`src/hdl/bocd_pkg.sv`:
```
// ---------------------------------------------------------------------------
// bocd_pkg
// Shared types, codes and helpers for the box overlap collision table.
// ---------------------------------------------------------------------------
package bocd_pkg;

    // Default table depth
    localparam int SLOTS_DEF = 16;

    // Number of type classes that take part in pair checks
    localparam int         TYPES     = 8;
    localparam logic [3:0] TYPES_LIM = 4'(TYPES);
    localparam logic [7:0] TYPE_MASK = 8'((1 << TYPES) - 1);

    // Hits reported per query at most
    localparam logic [3:0] MAX_HITS = 4'd15;

    // Item operation codes
    localparam logic [1:0] MODE_ADD    = 2'd0;
    localparam logic [1:0] MODE_REMOVE = 2'd1;
    localparam logic [1:0] MODE_QUERY  = 2'd2;

    // Box held as left/top edges and precomputed right/bottom edges
    typedef struct packed {
        logic signed [15:0] x;
        logic signed [15:0] y;
        logic signed [16:0] r;
        logic signed [16:0] b;
    } box_t;

    // One table entry: box plus type class and receiver flag
    typedef struct packed {
        box_t       box;
        logic [2:0] kind;
        logic       recv;
    } entry_t;

    // Sign extension of an edge to the 17-bit compare width
    function automatic logic signed [16:0] sx17(input logic signed [15:0] v);
        sx17 = {v[15], v};
    endfunction

endpackage

```
`src/hdl/bocd_if.sv`:
```
// ---------------------------------------------------------------------------
// bocd_if
// Handshake channels of the box overlap collision table: request items,
// result items and the pair-mask write port.
// ---------------------------------------------------------------------------
interface bocd_req_if;
    logic        valid;
    logic        ready;
    logic [1:0]  mode;
    logic [3:0]  slot;
    logic [15:0] left_x;
    logic [15:0] top_y;
    logic [14:0] width;
    logic [14:0] height;
    logic [2:0]  box_type;
    logic        has_receiver;

    modport source (output valid, mode, slot, left_x, top_y, width, height, box_type,
                    has_receiver, input ready);
    modport sink   (input valid, mode, slot, left_x, top_y, width, height, box_type,
                    has_receiver, output ready);
endinterface

interface bocd_rsp_if;
    logic       valid;
    logic       ready;
    logic [3:0] index;
    logic       found;
    logic       last;

    modport source (output valid, index, found, last, input ready);
    modport sink   (input valid, index, found, last, output ready);
endinterface

interface bocd_cfg_if;
    logic        valid;
    logic        ready;
    logic [63:0] pair_mask;

    modport source (output valid, pair_mask, input ready);
    modport sink   (input valid, pair_mask, output ready);
endinterface

```
`src/hdl/bocd_box_ram.sv`:
```
// ---------------------------------------------------------------------------
// bocd_box_ram
// Box table storage: one write port, one read port with registered data.
// ---------------------------------------------------------------------------
module bocd_box_ram #(
    parameter  int DEPTH = 16,
    localparam int AW    = (DEPTH > 1) ? $clog2(DEPTH) : 1
) (
    input  logic                 clk,
    input  logic                 wr_en,
    input  logic [AW-1:0]        wr_addr,
    input  bocd_pkg::entry_t     wr_data,
    input  logic                 rd_en,
    input  logic [AW-1:0]        rd_addr,
    output bocd_pkg::entry_t     rd_data
);
    import bocd_pkg::*;

    entry_t mem [DEPTH];

    // Write port
    always_ff @(posedge clk)
    begin
        if (wr_en)
        begin
            mem[wr_addr] <= wr_data;
        end
    end

    // Read port, data held while not enabled
    always_ff @(posedge clk)
    begin
        if (rd_en)
        begin
            rd_data <= mem[rd_addr];
        end
    end

endmodule

```
`src/hdl/bocd_overlap.sv`:
```
// ---------------------------------------------------------------------------
// bocd_overlap
// Strict overlap compare of two boxes, shared by every candidate of a scan.
// ---------------------------------------------------------------------------
module bocd_overlap (
    input  bocd_pkg::box_t box_a,
    input  bocd_pkg::box_t box_b,
    output logic           hit
);
    import bocd_pkg::*;

    logic x_lo;
    logic x_hi;
    logic y_lo;
    logic y_hi;

    // Four strict edge compares; a zero-size box still hits a box that strictly spans its edge
    assign x_lo = sx17(box_a.x) < box_b.r;
    assign x_hi = box_a.r > sx17(box_b.x);
    assign y_lo = sx17(box_a.y) < box_b.b;
    assign y_hi = box_a.b > sx17(box_b.y);

    assign hit = x_lo && x_hi && y_lo && y_hi;

endmodule

```
`src/hdl/box_overlap_collision_table_core.sv`:
```
// ---------------------------------------------------------------------------
// box_overlap_collision_table_core
// Table of axis-aligned boxes with add, remove and overlap query.
// ---------------------------------------------------------------------------
// Usage:
//   req  : request items (mode, slot, box fields). Taken only while idle.
//   rsp  : result items (index, found, last) from a one-deep output register.
//   cfg  : pair-mask writes, always ready; write only while idle.
// Remove and mode 3 give no result. Add walks the valid bits one slot a
// cycle for the lowest free slot and gives one result; the block is idle
// again as that result is registered. Query reads the queried box, then
// one table entry a cycle, while no stall holds the scan, from the single
// read port of the box memory, and ends with a final result. Hits are held
// one back so that the final one can carry last. Reset clears the pair mask
// and marks every slot free; box contents are not cleared, so no clearing
// pass is needed. A stalled rsp halts the scan at a hit that finds the
// output register still full; the scan resumes once it drains.
// ---------------------------------------------------------------------------
module box_overlap_collision_table_core #(
    parameter int SLOTS = bocd_pkg::SLOTS_DEF
) (
    input  logic        clk,
    input  logic        rst_n,
    bocd_req_if.sink    req,
    bocd_rsp_if.source  rsp,
    bocd_cfg_if.sink    cfg
);
    import bocd_pkg::*;

    localparam int         IW         = (SLOTS > 1) ? $clog2(SLOTS) : 1;
    localparam logic [IW-1:0] LAST_SLOT = IW'(SLOTS - 1);
    localparam logic [6:0] SLOT_LIMIT = 7'(SLOTS);

    // Sequencer states
    localparam logic [2:0] S_IDLE = 3'd0;
    localparam logic [2:0] S_ADD  = 3'd1;
    localparam logic [2:0] S_LOAD = 3'd2;
    localparam logic [2:0] S_SCAN = 3'd3;
    localparam logic [2:0] S_DONE = 3'd4;

    // Control state
    logic [2:0]       state_reg,    state_next;
    logic [SLOTS-1:0] valid_reg,    valid_next;
    logic [63:0]      pair_mask_reg;
    logic [IW-1:0]    scan_reg,     scan_next;
    logic [IW-1:0]    qslot_reg,    qslot_next;
    logic [IW-1:0]    cur_reg,      cur_next;
    logic             cur_vld_reg,  cur_vld_next;
    logic             issue_reg,    issue_next;
    logic [3:0]       hits_reg,     hits_next;
    logic             pend_vld_reg, pend_vld_next;
    logic [IW-1:0]    pend_idx_reg, pend_idx_next;
    logic             out_valid_reg, out_valid_next;

    // Payload
    entry_t           add_reg,      add_next;
    box_t             box_i_reg,    box_i_next;
    logic [7:0]       row_reg,      row_next;
    logic [3:0]       out_index_reg, out_index_next;
    logic             out_found_reg, out_found_next;
    logic             out_last_reg,  out_last_next;

    // Datapath wires
    logic             slot_ok;
    logic [IW-1:0]    slot_idx;
    logic             out_free;
    logic             rd_en;
    logic [IW-1:0]    rd_addr;
    logic             wr_en;
    entry_t           rd_data;
    logic             ovl_hit;
    logic             cand_hit;
    logic             stall;
    logic             emit_en;
    logic [3:0]       emit_idx;
    logic             emit_found;
    logic             emit_last;
    logic [7:0]       row_sel;
    box_t             new_box;

    assign slot_ok  = {3'b000, req.slot} < SLOT_LIMIT;
    assign slot_idx = IW'(req.slot);
    assign out_free = !out_valid_reg || rsp.ready;

    assign req.ready = (state_reg == S_IDLE);
    assign cfg.ready = 1'b1;

    assign rsp.valid = out_valid_reg;
    assign rsp.index = out_index_reg;
    assign rsp.found = out_found_reg;
    assign rsp.last  = out_last_reg;

    // Box as stored: right and bottom edges added once at intake
    always_comb
    begin
        new_box.x = $signed(req.left_x);
        new_box.y = $signed(req.top_y);
        new_box.r = $signed(sx17($signed(req.left_x)) + {2'b00, req.width});
        new_box.b = $signed(sx17($signed(req.top_y)) + {2'b00, req.height});
    end

    // Pair-mask row of the queried type, unused types masked off
    always_comb
    begin
        if ({1'b0, rd_data.kind} < TYPES_LIM)
        begin
            row_sel = pair_mask_reg[{rd_data.kind, 3'b000} +: 8] & TYPE_MASK;
        end
        else
        begin
            row_sel = 8'h00;
        end
    end

    // Box memory
    bocd_box_ram #(
        .DEPTH (SLOTS)
    ) u_ram (
        .clk     (clk),
        .wr_en   (wr_en),
        .wr_addr (scan_reg),
        .wr_data (add_reg),
        .rd_en   (rd_en),
        .rd_addr (rd_addr),
        .rd_data (rd_data)
    );

    // Shared overlap compare
    bocd_overlap u_ovl (
        .box_a (box_i_reg),
        .box_b (rd_data.box),
        .hit   (ovl_hit)
    );

    // Candidate qualification for the entry now at the read port
    assign cand_hit = cur_vld_reg && valid_reg[cur_reg] && (cur_reg != qslot_reg) &&
                      row_reg[rd_data.kind] && ovl_hit;
    assign stall    = (state_reg == S_SCAN) && cand_hit && pend_vld_reg && !out_free;

    // Sequencer
    always_comb
    begin
        state_next    = state_reg;
        valid_next    = valid_reg;
        scan_next     = scan_reg;
        qslot_next    = qslot_reg;
        cur_next      = cur_reg;
        cur_vld_next  = cur_vld_reg;
        issue_next    = issue_reg;
        hits_next     = hits_reg;
        pend_vld_next = pend_vld_reg;
        pend_idx_next = pend_idx_reg;
        add_next      = add_reg;
        box_i_next    = box_i_reg;
        row_next      = row_reg;
        rd_en         = 1'b0;
        rd_addr       = scan_reg;
        wr_en         = 1'b0;
        emit_en       = 1'b0;
        emit_idx      = 4'd0;
        emit_found    = 1'b0;
        emit_last     = 1'b0;

        unique case (state_reg)
            S_IDLE:
            begin
                if (req.valid)
                begin
                    unique case (req.mode)
                        MODE_ADD:
                        begin
                            add_next.box  = new_box;
                            add_next.kind = req.box_type;
                            add_next.recv = req.has_receiver;
                            scan_next     = '0;
                            state_next    = S_ADD;
                        end
                        MODE_REMOVE:
                        begin
                            if (slot_ok)
                            begin
                                valid_next[slot_idx] = 1'b0;
                            end
                        end
                        MODE_QUERY:
                        begin
                            qslot_next    = slot_idx;
                            pend_vld_next = 1'b0;
                            hits_next     = 4'd0;
                            if (slot_ok && valid_reg[slot_idx])
                            begin
                                rd_en      = 1'b1;
                                rd_addr    = slot_idx;
                                state_next = S_LOAD;
                            end
                            else
                            begin
                                state_next = S_DONE;
                            end
                        end
                        default:
                        begin
                        end
                    endcase
                end
            end

            // Walk valid bits for the lowest free slot
            S_ADD:
            begin
                if (!valid_reg[scan_reg] || (scan_reg == LAST_SLOT))
                begin
                    if (out_free)
                    begin
                        emit_en    = 1'b1;
                        emit_last  = 1'b1;
                        state_next = S_IDLE;
                        if (!valid_reg[scan_reg])
                        begin
                            wr_en                = 1'b1;
                            valid_next[scan_reg] = 1'b1;
                            emit_idx             = 4'(scan_reg);
                            emit_found           = 1'b1;
                        end
                    end
                end
                else
                begin
                    scan_next = scan_reg + 1'b1;
                end
            end

            // Queried entry at the read port
            S_LOAD:
            begin
                if (!rd_data.recv)
                begin
                    state_next = S_DONE;
                end
                else
                begin
                    box_i_next   = rd_data.box;
                    row_next     = row_sel;
                    scan_next    = '0;
                    issue_next   = 1'b1;
                    cur_vld_next = 1'b0;
                    state_next   = S_SCAN;
                end
            end

            // One entry read and one entry checked per cycle while no stall holds the scan
            S_SCAN:
            begin
                if (!stall)
                begin
                    if (cand_hit)
                    begin
                        if (pend_vld_reg)
                        begin
                            emit_en    = 1'b1;
                            emit_idx   = 4'(pend_idx_reg);
                            emit_found = 1'b1;
                        end
                        pend_vld_next = 1'b1;
                        pend_idx_next = cur_reg;
                        hits_next     = hits_reg + 4'd1;
                    end

                    if (cand_hit && (hits_reg == MAX_HITS - 4'd1))
                    begin
                        cur_vld_next = 1'b0;
                        issue_next   = 1'b0;
                        state_next   = S_DONE;
                    end
                    else if (issue_reg)
                    begin
                        rd_en        = 1'b1;
                        rd_addr      = scan_reg;
                        cur_next     = scan_reg;
                        cur_vld_next = 1'b1;
                        scan_next    = scan_reg + 1'b1;
                        if (scan_reg == LAST_SLOT)
                        begin
                            issue_next = 1'b0;
                        end
                    end
                    else
                    begin
                        cur_vld_next = 1'b0;
                        state_next   = S_DONE;
                    end
                end
            end

            // Final result of a query: held hit or not-found
            S_DONE:
            begin
                if (out_free)
                begin
                    emit_en    = 1'b1;
                    emit_idx   = pend_vld_reg ? 4'(pend_idx_reg) : 4'd0;
                    emit_found = pend_vld_reg;
                    emit_last  = 1'b1;
                    state_next = S_IDLE;
                end
            end

            default:
            begin
                state_next = S_IDLE;
            end
        endcase
    end

    // Output register
    always_comb
    begin
        out_valid_next = out_valid_reg && !rsp.ready;
        out_index_next = out_index_reg;
        out_found_next = out_found_reg;
        out_last_next  = out_last_reg;
        if (emit_en)
        begin
            out_valid_next = 1'b1;
            out_index_next = emit_idx;
            out_found_next = emit_found;
            out_last_next  = emit_last;
        end
    end

    // Control registers
    always_ff @(posedge clk or negedge rst_n)
    begin
        if (!rst_n)
        begin
            state_reg     <= S_IDLE;
            valid_reg     <= '0;
            pair_mask_reg <= 64'd0;
            scan_reg      <= '0;
            qslot_reg     <= '0;
            cur_reg       <= '0;
            cur_vld_reg   <= 1'b0;
            issue_reg     <= 1'b0;
            hits_reg      <= 4'd0;
            pend_vld_reg  <= 1'b0;
            pend_idx_reg  <= '0;
            out_valid_reg <= 1'b0;
        end
        else
        begin
            state_reg     <= state_next;
            valid_reg     <= valid_next;
            scan_reg      <= scan_next;
            qslot_reg     <= qslot_next;
            cur_reg       <= cur_next;
            cur_vld_reg   <= cur_vld_next;
            issue_reg     <= issue_next;
            hits_reg      <= hits_next;
            pend_vld_reg  <= pend_vld_next;
            pend_idx_reg  <= pend_idx_next;
            out_valid_reg <= out_valid_next;
            if (cfg.valid)
            begin
                pair_mask_reg <= cfg.pair_mask;
            end
        end
    end

    // Payload registers
    always_ff @(posedge clk)
    begin
        add_reg       <= add_next;
        box_i_reg     <= box_i_next;
        row_reg       <= row_next;
        out_index_reg <= out_index_next;
        out_found_reg <= out_found_next;
        out_last_reg  <= out_last_next;
    end

    // Checks
    a_remove_clears: assert property (@(posedge clk) disable iff (!rst_n)
        (req.valid && req.ready && (req.mode == MODE_REMOVE) && slot_ok)
        |=> !valid_reg[$past(slot_idx)])
        else $error("remove did not free the slot");

    a_add_marks: assert property (@(posedge clk) disable iff (!rst_n)
        wr_en |=> valid_reg[$past(scan_reg)])
        else $error("added slot not marked valid");

    a_stall_holds: assert property (@(posedge clk) disable iff (!rst_n)
        stall |=> (state_reg == S_SCAN) && cur_vld_reg && (cur_reg == $past(cur_reg)))
        else $error("scan advanced during a stall");

    a_pend_count: assert property (@(posedge clk) disable iff (!rst_n)
        pend_vld_reg |-> (hits_reg != 4'd0) && (hits_reg <= MAX_HITS))
        else $error("held hit without hit count");

    a_emit_room: assert property (@(posedge clk) disable iff (!rst_n)
        emit_en |-> out_free)
        else $error("result written over an undelivered one");

endmodule

```
`src/flat_wrapper.sv`:
```
// flat-port wrapper written by rule: the top's interface ports become plain ports
module box_overlap_collision_table_core_flat import bocd_pkg::*;
#(
    parameter int SLOTS = bocd_pkg::SLOTS_DEF
)
  (clk, rst_n, req_valid, req_mode, req_slot, req_left_x, req_top_y, req_width, req_height, req_box_type, req_has_receiver, req_ready, rsp_valid, rsp_index, rsp_found, rsp_last, rsp_ready, cfg_valid, cfg_pair_mask, cfg_ready);
  bocd_req_if req_i ();
  bocd_rsp_if rsp_i ();
  bocd_cfg_if cfg_i ();
  input  logic clk;
  input  logic rst_n;
  input wire logic [$bits(req_i.valid)-1:0] req_valid;
  input wire logic [$bits(req_i.mode)-1:0] req_mode;
  input wire logic [$bits(req_i.slot)-1:0] req_slot;
  input wire logic [$bits(req_i.left_x)-1:0] req_left_x;
  input wire logic [$bits(req_i.top_y)-1:0] req_top_y;
  input wire logic [$bits(req_i.width)-1:0] req_width;
  input wire logic [$bits(req_i.height)-1:0] req_height;
  input wire logic [$bits(req_i.box_type)-1:0] req_box_type;
  input wire logic [$bits(req_i.has_receiver)-1:0] req_has_receiver;
  output wire logic [$bits(req_i.ready)-1:0] req_ready;
  output wire logic [$bits(rsp_i.valid)-1:0] rsp_valid;
  output wire logic [$bits(rsp_i.index)-1:0] rsp_index;
  output wire logic [$bits(rsp_i.found)-1:0] rsp_found;
  output wire logic [$bits(rsp_i.last)-1:0] rsp_last;
  input wire logic [$bits(rsp_i.ready)-1:0] rsp_ready;
  input wire logic [$bits(cfg_i.valid)-1:0] cfg_valid;
  input wire logic [$bits(cfg_i.pair_mask)-1:0] cfg_pair_mask;
  output wire logic [$bits(cfg_i.ready)-1:0] cfg_ready;
  assign req_i.valid = req_valid;
  assign req_i.mode = req_mode;
  assign req_i.slot = req_slot;
  assign req_i.left_x = req_left_x;
  assign req_i.top_y = req_top_y;
  assign req_i.width = req_width;
  assign req_i.height = req_height;
  assign req_i.box_type = req_box_type;
  assign req_i.has_receiver = req_has_receiver;
  assign req_ready = req_i.ready;
  assign rsp_valid = rsp_i.valid;
  assign rsp_index = rsp_i.index;
  assign rsp_found = rsp_i.found;
  assign rsp_last = rsp_i.last;
  assign rsp_i.ready = rsp_ready;
  assign cfg_i.valid = cfg_valid;
  assign cfg_i.pair_mask = cfg_pair_mask;
  assign cfg_ready = cfg_i.ready;
  box_overlap_collision_table_core #(.SLOTS(SLOTS)) u_core (.clk(clk), .rst_n(rst_n), .req(req_i), .rsp(rsp_i), .cfg(cfg_i));
endmodule
```
`config.mk`:
```
export PLATFORM = sky130hd
export DESIGN_NAME = box_overlap_collision_table_core_flat
export DESIGN_NICKNAME = d
export VERILOG_FILES = /design/src/hdl/bocd_pkg.sv /design/src/hdl/bocd_if.sv /design/src/hdl/bocd_box_ram.sv /design/src/hdl/bocd_overlap.sv /design/src/hdl/box_overlap_collision_table_core.sv /design/src/flat_wrapper.sv
export SDC_FILE = /design/constraint.sdc
export NUM_CORES = 2
export LEC_CHECK = 0
export BUFFER_PORTS_ARGS = -buffer_cell sky130_fd_sc_hd__buf_2
export CAP_MARGIN = 30
export CORE_ASPECT_RATIO = 1.2
export CORE_UTILIZATION = 45
export CTS_CLUSTER_SIZE = 14
export DETAILED_ROUTE_END_ITERATION = 10
export PLACE_DENSITY = 0.7
export SKIP_CTS_REPAIR_TIMING = 1
export SLEW_MARGIN = 20
export SYNTH_ARGS = -nofsm -noshare
export SYNTH_HDL_FRONTEND = slang
export SYNTH_HIERARCHICAL = 1
export SYNTH_SLANG_ARGS = --single-unit
```
`constraint.sdc`:
```
create_clock -name clk -period 9.6 [get_ports clk]
set_clock_uncertainty 0.05 [all_clocks]
set_input_delay 1.92 -clock clk [delete_from_list [all_inputs] [get_ports clk]]
set_output_delay 1.92 -clock clk [all_outputs]
set_load 0.05 [all_outputs]
```
==> insert_results.sql <==
INSERT INTO impl_metrics (metric_group, metric, value, unit) VALUES
('outcome', 'status', 'complete, no violations', ''),
('power', 'vdd_drop_max', '0.193', 'mV'),
('drt', 'avgRoutedWirePerCell', '26.6', 'µm'),
('cells_and_area', 'num-fill-cells', '9742', ''),
('drt', 'viasPerCell', '5.85', ''),
('sta', 'max_slew.worst_pin.slew', '1.08', 'ns'),
('logic_synthesis', 'synth_edf_count', '1340', ''),
('sta', 'slew_headroom', '28.2', '%'),
('global_routing', 'globalRoute.totalOverflow', '0', ''),
('floorplanning', 'die_h', '393', 'µm'),
('place', 'place_hpwl', '69700', 'µm'),
('setup_path', 'slowest_stage', 'sky130_fd_sc_hd__o21ai_0', ''),
('logic_synthesis', 'cell_area_after_synthesis', '57200', 'µm²'),
('logic_synthesis', 'cell_count_after_synthesis', '2814', ''),
('logic_synthesis', 'ys_types', '70', ''),
('sta', 'finalCritPeriodShare', '61.0', '%'),
('global_routing', 'globalRouteTotalUtil', '20.0', '%'),
('logic_synthesis', 'synth_seq_cells', '1447', ''),
('cells_and_area', 'multi_input_comb_area', '13500', 'µm²'),
('sta', 'rsz0062_at_grt', 'no', ''),
('power', 'total_power', '15.0', 'mW'),
('floorplanning', 'starting_density_of_the_core', '45.6', '%'),
('setup_path', 'number_of_cells_traversed_by_the_worst_register_to_register_path', '14', ''),
('logic_synthesis', 'yosysWarnings', '6', ''),
('global_routing', 'antenna_found_initial', '8', ''),
('sta', 'setup_violators_final', '0', ''),
('power', 'pwr_density', '233', 'nW/µm²'),
('cells_and_area', 'post_route_cells_drive_above_1_share', '26.3', '%'),
('floorplanning', 'boundaryPins', '150', ''),
('global_routing', 'grt_pass1_vias', '28600', ''),
('logic_synthesis', 'synthesis.nets', '3059', ''),
('power', 'leakagePower', '21.2', 'nW'),
('setup_path', 'critPathRequiredTime', '10.16', 'ns'),
('worst_hold_path', 'hold_class', 'reg -> reg', ''),
('cells_and_area', 'most_common_cell_after_layout_fill_and_taps_aside', 'sky130_fd_sc_hd__edfxtp_1', ''),
('drt', 'detail_route.iter0.violations', '2619', ''),
('sta', 'timing_max_transition_violations_final', '0', ''),
('drt', 'first_pass_detailed_route_iteration_total', '5', ''),
('logic_synthesis', 'seq_area_frac_synth', '75.0', '%'),
('cells_and_area', 'mostFrequentLayoutCells', '1,340 x sky130_fd_sc_hd__edfxtp_1, 309 x sky130_fd_sc_hd__mux4_2, 147 x sky130_fd_sc_hd__buf_2', ''),
('setup_path', 'cp_max_fo', '40', ''),
('setup_path', 'setup.worst_path.start_class', 'input port', ''),
('worst_hold_path', 'hold_path_cell_cnt', '0', ''),
('setup_path', 'max_stage_delay', '0.75', 'ns'),
('sta', 'highest_attainable_clock_frequency', '171', 'MHz'),
('cts', 'clock_insertion_delay_worst_skew', '0.76', 'ns'),
('cells_and_area', 'number_of_flip_flops_in_the_largest_register', '1120', ''),
('place', 'place.port_buffers', '148', ''),
('cts', 'tritoncts_clock_tree', 'built', ''),
('sta', 'fin_setup_tns', '0', 'ns'),
('floorplanning', 'num_rows', '142', ''),
('drt', 'num_vias', '28100', ''),
('cells_and_area', 'sequential_cell_area', '42900', 'µm²'),
('sta', 'min_period', '5.85', 'ns'),
('drt', 'drt-total-wl', '128000', 'µm'),
('cts', 'numCtsBuffers', '135', ''),
('floorplanning', 'die_w', '328', 'µm'),
('setup_path', 'criticalPathCategory', 'in -> reg', ''),
('sta', 'hold_violations', '0', ''),
('global_routing', 'grt_first_pass_wirelength', '187000', 'µm'),
('floorplanning', 'coreArea', '125000', 'µm²'),
('job', 'maxCapViolations', '0', ''),
('cts', 'clock_tree.root_cell', 'sky130_fd_sc_hd__clkbuf_16', ''),
('cts', 'clock_sinks', '1447', ''),
('logic_synthesis', 'avgSynthCellArea', '20.3', 'µm²'),
('setup_path', 'critical_path_arrival', '6.41', 'ns'),
('logic_synthesis', 'asyncSetResetFlopFracSynth', '7.39', '%'),
('drt', 'route.antenna.remaining_nets', '0', ''),
('setup_path', 'ordered_cell_list_for_the_critical_path', 'buf_2, mux4_2, mux2_2, o21ai_0, nor2_1, o21ai_0, nor2b_4, buf_4, buf_4, a22oi_1, nand2_1', ''),
('cts', 'cts_htree_levels', '4', ''),
('place', 'gp_congestion', '0.831', ''),
('logic_synthesis', 'post_synth_top_flop', 'sky130_fd_sc_hd__edfxtp_1', ''),
('cells_and_area', 'final_net_count', '3288', ''),
('global_routing', 'grt_max_degree', '148', ''),
('drt', 'drc', '0', ''),
('floorplanning', 'die_footprint', '129000', 'µm²'),
('cts', 'clockBufferDepth', '3', ''),
('cts', 'worst_setup_hold_path_clk_slew', '0.06', 'ns'),
('setup_path', 'setup.worst_path.end_class', 'flop', ''),
('cells_and_area', 'syn_to_final_growth', '12.6', '%');
==> worst paths after layout <==
| kind | startpoint | end | slack (ns) |
|---|---|---|---|
| max in group asynchronous | rst_n | u_core/pair_mask_reg[45] | 7.16 |
| min in group asynchronous | rst_n | u_core/pend_vld_reg | 1.14 |
| setup / recovery | req_slot[0] | u_core/u_ram/rd_data[54] | 3.75 |
| hold reg to reg | u_core/u_ram/rd_data[11] | u_core/box_i_reg[7] | 0.40 |
| hold / removal | u_core/u_ram/rd_data[11] | u_core/box_i_reg[7] | 0.40 |
| setup reg to reg | u_core/box_i_reg[65] | u_core/u_ram/rd_data[49] | 3.77 |
==> final cells by class <==
cell class	count	share of cell area, %
antenna	2	0.00777
clock buffer	161	5.48
tap	1656	3.22
sequential	1447	66.6
clock inverter	72	1.10
multi-input combinational	1155	20.9
inverter	96	0.559
timing repair buffer	208	2.09
==> cells in the mapped netlist (8+ instances only) <==
cell type                  number  share of area (%)
sky130_fd_sc_hd__a211oi_1      11               0.14
sky130_fd_sc_hd__a21o_1        16               0.21
sky130_fd_sc_hd__a21oi_1       40               0.35
sky130_fd_sc_hd__a22o_1        17               0.26
sky130_fd_sc_hd__a22oi_1      142                1.9
sky130_fd_sc_hd__buf_2         29               0.25
sky130_fd_sc_hd__buf_4          8               0.10
sky130_fd_sc_hd__buf_6         19               0.37
sky130_fd_sc_hd__clkbuf_1      53               0.35
sky130_fd_sc_hd__dfrtp_1      107                4.7
sky130_fd_sc_hd__edfxtp_1    1340                 70
sky130_fd_sc_hd__ha_1         102                2.2
sky130_fd_sc_hd__inv_1         96               0.63
sky130_fd_sc_hd__mux2_2        87                1.7
sky130_fd_sc_hd__mux4_2       309                 12
sky130_fd_sc_hd__nand2_1      136               0.89
sky130_fd_sc_hd__nand2b_1      10               0.11
sky130_fd_sc_hd__nand3_1       20               0.17
sky130_fd_sc_hd__nand4_1       11               0.12
sky130_fd_sc_hd__nor2_1        60               0.39
sky130_fd_sc_hd__nor3_1        24               0.21
sky130_fd_sc_hd__o21a_1         8               0.10
sky130_fd_sc_hd__o21ai_0       36               0.31
sky130_fd_sc_hd__xnor2_1       18               0.28
sky130_fd_sc_hd__xor2_1        11               0.17
==> critical path: cells and delay by family <==
kind                   cells  cell delay, ns
buffers and inverters      3            1.45
AOI/OAI and AO/OA          3            1.49
muxes                      2            0.79
and+or+nand+nor            3            0.72
==> cells by family (layout without fill, tap and decap cells) <==
group | after synthesis | after routing | synth area share (%)
flops | 1447 | 1447 | 75.0
mux | 404 | 404 | 14.0
compound gates | 317 | 317 | 4.05
simple gates | 300 | 300 | 2.42
buf+inv | 212 | 537 | 1.76
fa+ha+maj | 104 | 104 | 2.30
xor+xnor | 29 | 29 | 0.444
other cells | 1 | 3 | 0.00655
==> per-layer routing <==
metal / vias to the layer above / track usage, % / wire, µm
met3: 188 / 3.52 / 9110
met5: - / 0 / 38
met1: 14800 / 26.7 / 51700
met4: 8 / 5.17 / 2770
li1: 12000 / - / -
met2: 1073 / 34.0 / 64200
==> per-stage QoR <==
| stage | hold WS [ns] | cell area, µm² | util, % | std cells | setup WS (ns) |
|---|---|---|---|---|---|
| 3_3_place_gp | 0.381 | 60100 | 47.9 | 4557 | 3.10 |
| 4_1_cts | 0.404 | 64400 | 51.3 | 4794 | 3.63 |
| 3_5_place_dp | 0.387 | 60200 | 48.0 | 4561 | 3.03 |
| 5_1_grt | 0.408 | 64400 | 51.4 | 4795 | 3.51 |
| 2_1_floorplan | 0.368 | 57200 | - | 2814 | 1.19 |
| 6_report | 0.404 | 64400 | 51.4 | 4797 | 3.75 |
==> where the power goes <==
group | internal [mW] | switching, mW | leakage [nW] | total, mW
clock network | 2.89 | 2.29 | 2.06 | 5.18
logic | 1.10 | 1.27 | 5.77 | 2.37
registers | 7.30 | 0.199 | 13.4 | 7.50
(Power assumes the default switching activity.)
